===== src/hdl/ius_pkg.sv =====
`timescale 1ns / 1ps

package ius_pkg;

    // Frame size limits
    localparam int MAX_WIDTH  = 1024;
    localparam int MAX_HEIGHT = 1024;

    // Field widths
    localparam int PIX_W   = 8;
    localparam int CFG_W   = 11;
    localparam int OUT_W   = 11;
    localparam int COL_W   = $clog2(MAX_WIDTH);
    localparam int ROW_W   = $clog2(MAX_HEIGHT);
    localparam int IDX_W   = 2;
    localparam int TDATA_W = 32;

    // Configuration register indexes
    typedef enum logic [IDX_W-1:0] {
        CFG_SOURCE_WIDTH  = 2'd0,
        CFG_SOURCE_HEIGHT = 2'd1,
        CFG_INTERP_SELECT = 2'd2
    } t_cfg_reg;

    // One source pixel with its neighborhood, handed to the emitter
    typedef struct packed {
        logic [PIX_W-1:0] pix;       // current pixel
        logic [PIX_W-1:0] left;      // pixel to the left
        logic [PIX_W-1:0] up;        // pixel above
        logic [PIX_W-1:0] up_left;   // pixel above-left
        logic [COL_W-1:0] col;
        logic [ROW_W-1:0] row;
        logic             has_left;  // col >= 1
        logic             last_col;
        logic             has_up;    // row >= 1
        logic             last_row;
        logic             interp;    // 1 average, 0 replicate
    } t_item;

endpackage


===== src/hdl/ius_emit.sv =====
`timescale 1ns / 1ps

// Walks the output rows and column pairs of one source pixel, one word per
// cycle while the output stage is free, into a registered output stage.
module ius_emit
    import ius_pkg::*;
(
    input  logic               i_clk,
    input  logic               i_rst_n,
    input  logic               i_load,
    input  t_item              i_item,
    output logic               o_free,
    output logic               o_m_axis_tvalid,
    input  logic               i_m_axis_tready,
    // tdata: out_pixel [7:0], out_row [18:8], out_col [29:19], zero [31:30]
    output logic [TDATA_W-1:0] o_m_axis_tdata,
    output logic               o_m_axis_tlast
);

    function automatic logic [PIX_W-1:0] avg2(input logic [PIX_W-1:0] a,
                                               input logic [PIX_W-1:0] b);
        logic [PIX_W:0] s;
        s = {1'b0, a} + {1'b0, b} + {{PIX_W{1'b0}}, 1'b1};
        return s[PIX_W:1];
    endfunction

    t_item            r_item;
    logic             r_e_valid;
    logic [1:0]       r_i;
    logic             r_k;
    logic             r_j;

    logic             r_o_valid;
    logic [TDATA_W-1:0] r_o_data;
    logic             r_o_last;

    logic             out_free;
    logic             step;
    logic             k_last;
    logic             i_last;
    logic             e_last;
    logic [1:0]       nr_m1;
    logic             use_left;
    logic             kind_up;
    logic [PIX_W-1:0] pa, pb, pua, pub;
    logic [COL_W-1:0] pc;
    logic [PIX_W-1:0] ev, od, pix_out;
    logic [OUT_W-1:0] row_base, row_out, col_out;

    // Sequencing
    assign out_free = !r_o_valid || i_m_axis_tready;
    assign step     = r_e_valid && out_free;
    assign k_last   = r_k || !(r_item.has_left && r_item.last_col);
    assign nr_m1    = r_item.interp ? (2'({1'b0, r_item.has_up}) + 2'({1'b0, r_item.last_row}))
                                    : 2'd1;
    assign i_last   = (r_i == nr_m1);
    assign e_last   = i_last && k_last && r_j;
    assign o_free   = !r_e_valid || (step && e_last);

    // Pair and row selection
    always_comb begin
        use_left = !r_k && r_item.has_left;
        pa       = use_left ? r_item.left    : r_item.pix;
        pb       = r_item.pix;
        pua      = use_left ? r_item.up_left : r_item.up;
        pub      = r_item.up;
        pc       = use_left ? (r_item.col - COL_W'(1)) : r_item.col;
        kind_up  = r_item.interp && r_item.has_up && (r_i == 2'd0);
        row_base = OUT_W'({r_item.row, 1'b0})
                 - OUT_W'(r_item.interp && r_item.has_up);
        row_out  = row_base + OUT_W'(r_i);
        col_out  = OUT_W'({pc, r_j});
    end

    // Pixel value
    always_comb begin
        if (!r_item.interp) begin
            ev = pa;
            od = pa;
        end else if (kind_up) begin
            ev = avg2(pua, pa);
            od = avg2(avg2(pua, pub), avg2(pa, pb));
        end else begin
            ev = pa;
            od = avg2(pa, pb);
        end
        pix_out = r_j ? od : ev;
    end

    // Item counters
    always_ff @(posedge i_clk) begin
        if (!i_rst_n) begin
            r_e_valid <= 1'b0;
            r_i       <= 2'd0;
            r_k       <= 1'b0;
            r_j       <= 1'b0;
        end else if (i_load) begin
            r_e_valid <= 1'b1;
            r_i       <= 2'd0;
            r_k       <= 1'b0;
            r_j       <= 1'b0;
        end else if (step) begin
            if (e_last) begin
                r_e_valid <= 1'b0;
            end
            if (!r_j) begin
                r_j <= 1'b1;
            end else begin
                r_j <= 1'b0;
                if (k_last) begin
                    r_k <= 1'b0;
                    r_i <= r_i + 2'd1;
                end else begin
                    r_k <= 1'b1;
                end
            end
        end
    end

    always_ff @(posedge i_clk) begin
        if (i_load) begin
            r_item <= i_item;
        end
    end

    // Output register
    always_ff @(posedge i_clk) begin
        if (!i_rst_n) begin
            r_o_valid <= 1'b0;
        end else if (step) begin
            r_o_valid <= 1'b1;
        end else if (i_m_axis_tready) begin
            r_o_valid <= 1'b0;
        end
    end

    always_ff @(posedge i_clk) begin
        if (step) begin
            r_o_data <= {{(TDATA_W - PIX_W - 2 * OUT_W){1'b0}}, col_out, row_out, pix_out};
            r_o_last <= e_last;
        end
    end

    assign o_m_axis_tvalid = r_o_valid;
    assign o_m_axis_tdata  = r_o_data;
    assign o_m_axis_tlast  = r_o_last;

endmodule


===== config.mk =====
export PLATFORM = sky130hd
export DESIGN_NAME = ius_emit
export DESIGN_NICKNAME = d
export VERILOG_FILES = /design/src/hdl/ius_pkg.sv /design/src/hdl/ius_emit.sv
export SDC_FILE = /design/constraint.sdc
export NUM_CORES = 1
export LEC_CHECK = 0
export ABC_CLOCK_PERIOD_IN_PS = 8700
export BUFFER_PORTS_ARGS = -buffer_cell sky130_fd_sc_hd__buf_4
export CORE_MARGIN = 2
export CORE_UTILIZATION = 30
export CTS_CLUSTER_SIZE = 14
export DETAILED_ROUTE_END_ITERATION = 8
export PLACE_DENSITY_LB_ADDON = 0.12
export SETUP_SLACK_MARGIN = 0.2
export SLEW_MARGIN = 20
export SYNTH_ARGS = -nofsm -noshare
export SYNTH_HDL_FRONTEND = slang
export SYNTH_SLANG_ARGS = --single-unit

===== constraint.sdc =====
create_clock -name i_clk -period 8.7 [get_ports i_clk]
set_input_delay 0 -clock i_clk [delete_from_list [all_inputs] [get_ports i_clk]]
set_output_delay 0 -clock i_clk [all_outputs]
set_load 0.1 [all_outputs]

# Yosys cells after proc, flatten, opt, wreduce, memory -nomap -nowiden

Index checks and enable logic that the tools add are counted.

Eq/ne operators: 1
$add $sub $neg: 13
Multiplexer cells: 16
Reduce and logical (&&, ||, !) cells: 23
Bitwise gates (word level): 1

Operators by type and width:

| cell                                                                 | count |
|---|---|
| 8-bit two-way mux                                                    | 7 |
| 8-bit by 8-bit adder with 9-bit output                               | 4 |
| 9-bit by 1-bit adder with 9-bit output, second input constant        | 4 |
| 11-bit by 2-bit adder with 11-bit output                             | 1 |
| 11-bit by 1-bit subtractor with 11-bit output                        | 1 |
| 10-bit two-way mux                                                   | 1 |
| 10-bit by 1-bit subtractor with 10-bit output, second input constant | 1 |
| 1-bit logical AND                                                    | 8 |
| 1-bit two-way mux                                                    | 7 |
| 2-bit nonzero test                                                   | 3 |
| 1-bit logical NOT                                                    | 4 |
| 2-bit AND reduction                                                  | 2 |
| 1-bit logical OR                                                     | 3 |
| 3-bit AND reduction                                                  | 1 |
| 1-bit by 1-bit adder with 2-bit output                               | 1 |
| 2-bit by 1-bit adder with 2-bit output, second input constant        | 1 |
| 2-bit == test                                                        | 1 |
| 2-bit logical NOT                                                    | 1 |
| 2-bit two-way mux                                                    | 1 |
| 2-bit OR reduction                                                   | 1 |
| 1-bit inverter                                                       | 1 |

Flip-flop bits (word level): 94
Logic and storage cells: 72
Input port bits: 61
Output and inout port bits: 35

# Depth between registers and ports, before layout

Word-level depth: 10
Depth in mapped cells: 19
Mapped depth without buffers: 17

# Least setup slack after synthesis

OpenSTA, ideal clock, no wires.

Path kind: reg2reg
Start point: register r_item[4] in the netlist's numbering
End point: register r_o_data[6], in the netlist o_m_axis_tdata[6] (data pin)
Path buffers: 2
Required time: 8.439 ns
Cell stages (with the launch flop): 17
Data arrival time: 3.496 ns
Setup slack: 4.944 ns
Clock period less this slack: 3.756 ns
Library setup time: 0.261 ns
Path through: edfxtp_1 -> nor2b_1 -> buf_6 -> clkbuf_1 -> nand2_1 -> nand2b_1 -> fa_1 -> a21o_1 -> a21oi_1 -> o21ai_1 -> xor2_1 -> ha_1 -> and3_1 -> a2111oi_1 -> mux2i_1 -> a21oi_1 -> a221o_1

Longest elaborated chain between the ends: 9
Elaborated cells between the ends (all ways): 16
Classes of those cells: add/sub: 8; mux: 7; reduce/logical: 1

Ends and longest elaborated chain:

| item                                   | RTL line                       | text |
|---|---|---|
| start, declared                        | ius_emit.sv:27                 | `t_item r_item;` |
| start signal, assigned                 | ius_emit.sv:122                | `r_item <= i_item;` |
| 1-bit logical AND (*)                  | ius_emit.sv:62                 | `use_left = !r_k && r_item.has_left;` |
| 8-bit two-way mux (on tied branches)   | ius_emit.sv:65, ius_emit.sv:63 |  |
| 8-bit by 8-bit adder with 9-bit output | ius_emit.sv:23                 | `s = {1'b0, a} + {1'b0, b} + {{PIX_W{1'b0}}, 1'b1};` |
| 9-bit by 1-bit adder with 9-bit output | ius_emit.sv:23                 |  |
| 8-bit by 8-bit adder with 9-bit output | ius_emit.sv:23                 |  |
| 9-bit by 1-bit adder with 9-bit output | ius_emit.sv:23                 |  |
| 8-bit two-way mux                      | ius_emit.sv:80                 | `end else if (kind_up) begin` |
| 8-bit two-way mux                      | ius_emit.sv:77                 | `if (!r_item.interp) begin` |
| 8-bit two-way mux (*)                  | ius_emit.sv:87                 | `pix_out = r_j ? od : ev;` |
| via pix_out[6]                         | ius_emit.sv:47                 | `logic [PIX_W-1:0] ev, od, pix_out;` |
| end signal, assigned                   | ius_emit.sv:139                | `r_o_data <= {{(TDATA_W - PIX_W - 2 * OUT_W){1'b0}}, col_out, row_out, pix_out};` |
| end, declared                          | ius_emit.sv:34                 | `logic [TDATA_W-1:0] r_o_data;` |

The timed path passes the listed nets; every way through them passes the cells marked *.
A chain may end at the register's enable or synchronous reset.

# Final worst setup path

Ends and elaborated chain as after synthesis.

==> metrics.md <==
| Metric | Value |
|---|---|
| Port Buf Inserts | `93` |
| Syn_area_per_cell | `between 10 and 15 um^2` |
| #FFs+latches synth | `94` |
| Root Driver | `clkbuf_16` |
| TritonCTS buffer count | `9` |
| Critical Path RT | `~8.8 ns` |
| Reg clk slew, reported paths | `roughly 0.070 ns` |
| Die H | `roughly 140 um` |
| Setup tns final | `0 ns` |
| # H-tree levels | `3` |
| Initial Util | `a little under a third` |
| Crit-path max FO | `12` |
| Top cells by count, synth | `88 x edfxtp_1, 67 x nand2_1, 44 x ha_1` |
| Max rail drop VDD | `between 0.1 and 0.15 mV` |
| Core ar. | `17400 um^2` |
| Leading area contributor after synthesis | `edfxtp_1` |
| CTS hold repair buffers | `59` |
| Die area | `18800 um^2` |
| Post-Route WL | `approximately 13000 um` |
| Relative slew slack | `approximately a third` |
| GRT Residual Overflow | `0` |
| Post-route cell area | `7220 um^2` |
| Dominant synthesized flop cell | `edfxtp_1` |
| CP top delay family | `compound AO/OA/AOI/OAI gates` |
| Synth top area share | `49.6%` |
| Pin count of the biggest net entering global routing | `between 50 and 60` |
| Place WS | `between 3 and 4 ns` |
| Final worst slack | `3.88 ns` |
| Via count | `between 4000 and 5000` |
| CP Capture Type | `flip-flop` |
| Maxcap violations | `0` |
| Initial DRC Count | `around 190` |
| Die Wd | `between 100 and 150 um` |
| Final setup violation count | `0` |
| Async SR Flop Fraction | `0%` |
| Dominant cells by area after synthesis | `edfxtp_1 50%, ha_1 10%, nand2_1 4.7%, xnor2_1 3.8%, xor2_1 2.5%` |
| DRC Markers | `0` |
| Post-CTS sizing | `0` |
| CP cell instances | `nor2b_1, buf_4, mux2i_1, inv_1, ha_1, a21o_1, a21oi_1, o21ai_1, xor2_1, ha_1, nand3_1, a21oi_1, a2111oi_1, mux2i_1, a21oi_1, a221o_1` |
| Fmax | `between 0.2 and 0.25 GHz` |
| Number of flops mapped to enable cells by yosys | `between 80 and 90` |
| Final Slew Violations | `0` |
| RSZ-0062 raised after global routing | `false` |
| I/O Pins | `96` |
| CTS sink count | `94` |
| Vias in the first global route | `4000` |
| Final Skew | `slightly below 0.009 ns` |
| Setup Buffers After CTS | `0` |
| Layout area overhead | `35.6%` |
| Initial antenna violation count | `0` |
| Critical-path top delay cell | `nor2b_1` |
| Crit path top cell by count | `a21oi_1` |
| Yosys cell types | `55` |
| Buf+Inv Stages, Crit Path | `2` |
| Final GP Congestion | `0.862` |
| Top-count cell post-synth | `edfxtp_1` |
| First-pass GRT wire length | `between 20000 and 25000 um` |
| Static Leak | `between 0.003 and 0.004 uW` |
| Area after DPL | `about 6300 um^2` |
| Mapped Cells | `approximately 470` |
| Clock tree buffer depth | `2` |
| Max stage delay on crit path | `approximately 0.62 ns` |
| Final Hold Fails | `0` |
| Critical Path Source Type | `flip-flop` |
| Synthesis warning total | `0` |
| Worst Path Class, Setup | `flip-flop to flip-flop` |
| Status | `finished, final reports clean` |
| Routed WL per cell | `around 15 um` |
| Tmin final | `a little under 5 ns` |
| Detail Placement HPWL | `slightly above 9000 um` |
| Crit path DAT | `4.94 ns` |
| Site Rows | `48` |
| HP Class | `primary input to flip-flop` |
| Sequential-to-total area share from yosys stat | `between 50% and 60%` |
| Period utilisation layout | `55.4%` |
| Final ANT Viol Nets | `0` |
| Antenna diodes | `0` |
| Post-Syn Area | `between 5000 and 6000 um^2` |
| Worst-Skew Late Latency | `between 0.3 and 0.4 ns` |
| DR vias/cell | `about 4.7` |
| Worst-Margin Slew | `about 0.98 ns` |
| Share of layout cells above drive strength 1 | `a little under a fifth` |
| Pwr per Cell Area | `between 200 and 250 nW/um^2` |
| Final layout net count | `739` |
| DRT Pass-1 Iters | `5` |
| CTS tree | `done` |
| GRT Overall Usage | `between 10% and 20%` |
-- worst paths after layout --
path	to	depth (start not counted)	slack, ns	startpoint
worst min register to register	r_k	2	0.53	r_k
worst max-delay path	o_m_axis_tdata[6]	16	3.88	r_item[4]
worst min-delay path	r_item[28]	1	0.25	i_load
worst max register to register	o_m_axis_tdata[6]	16	3.88	r_item[4]
-- flip-flops by register name, indices dropped and copies added, names as in the netlist --
register	cells
r_i	2
r_j	1
r_e_valid	1
o_m_axis_tlast	1
r_item	41
o_m_axis_tdata	30
o_m_axis_tvalid	1
pb	8
r_k	1
pub	8
-- cell families after synthesis --
logic type	share of synthesized area (%)
simple gates	12.5
compound gates	12.2
flops	51.8
fa+ha+maj	12.2
buf+inv	3.17
xor+xnor	6.25
mux	1.74
other cells	0.0704
-- worst register-to-register path: stages (launching register included) --
cell and delay (ns):
edfxtp_1 0.35, nor2b_1 0.62, buf_4 0.34, mux2i_1 0.31, inv_1 0.11, ha_1 0.34
a21o_1 0.20, a21oi_1 0.23, o21ai_1 0.18, xor2_1 0.25, ha_1 0.33, nand3_1 0.10
a21oi_1 0.05, a2111oi_1 0.54, mux2i_1 0.25, a21oi_1 0.08, a221o_1 0.31
-- power by group --
group / total [uW] / switching, uW / internal, uW
clock: 467 / 181 / 286
sequential: 565 / 20.2 / 544
combinational: 611 / 378 / 233
total: 1640 / 579 / 1060
-- routing by layer --
metal	part of all wire (%)	track usage, %	vias to the layer above
met5	0	0	-
met4	1.5	4.52	0
met3	4.2	3.90	14
met2	51	25.5	86
met1	44	16.7	1888
li1	-	-	2029
-- cell type report --
type	count	area, um^2
Clock buffer	9	225
Clock inverter	7	130
Fill cell	1681	10100
Inverter	28	105
Multi-Input combinational cell	341	2410
Sequential cell	94	2760
Tap cell	225	282
Timing Repair Buffer	155	1310
-- placed cells by master, fill, tap and decap left out, types with 4 or more instances in the layout --
| cell | n |
|---|---|
| a211oi_1 | 4 |
| a21o_1 | 13 |
| nand2_1 | 67 |
| o21ai_0 | 7 |
| nand3_1 | 9 |
| dfxtp_1 | 6 |
| xor2_1 | 15 |
| nor2_1 | 34 |
| clkbuf_16 | 9 |
| a21oi_1 | 22 |
| nor4_1 | 5 |
| inv_1 | 28 |
| buf_4 | 96 |
| o21ai_1 | 8 |
| nor3_1 | 8 |
| mux2i_1 | 7 |
| o221ai_1 | 4 |
| xnor2_1 | 23 |
| fa_1 | 5 |
| dlygate4sd3_1 | 59 |
| ha_1 | 44 |
| edfxtp_1 | 88 |
| o211ai_1 | 5 |
| nand2b_1 | 5 |
| nor2b_1 | 5 |
| a21boi_1 | 5 |
| and3_1 | 6 |
-- through the flow --
stage | std cells | utilization [%] | power, uW | hold WS (ns)
after floorplan | 474 | - | 1020 | 0.0989
after detailed placement | 784 | 36.2 | 1160 | 0.179
after global routing | 859 | 41.6 | 1740 | 0.277
final | 859 | 41.6 | 1640 | 0.254
after global placement | 784 | 36.2 | 1160 | 0.178
after CTS | 859 | 41.6 | 1660 | 0.215
(Power assumes the default switching activity.)
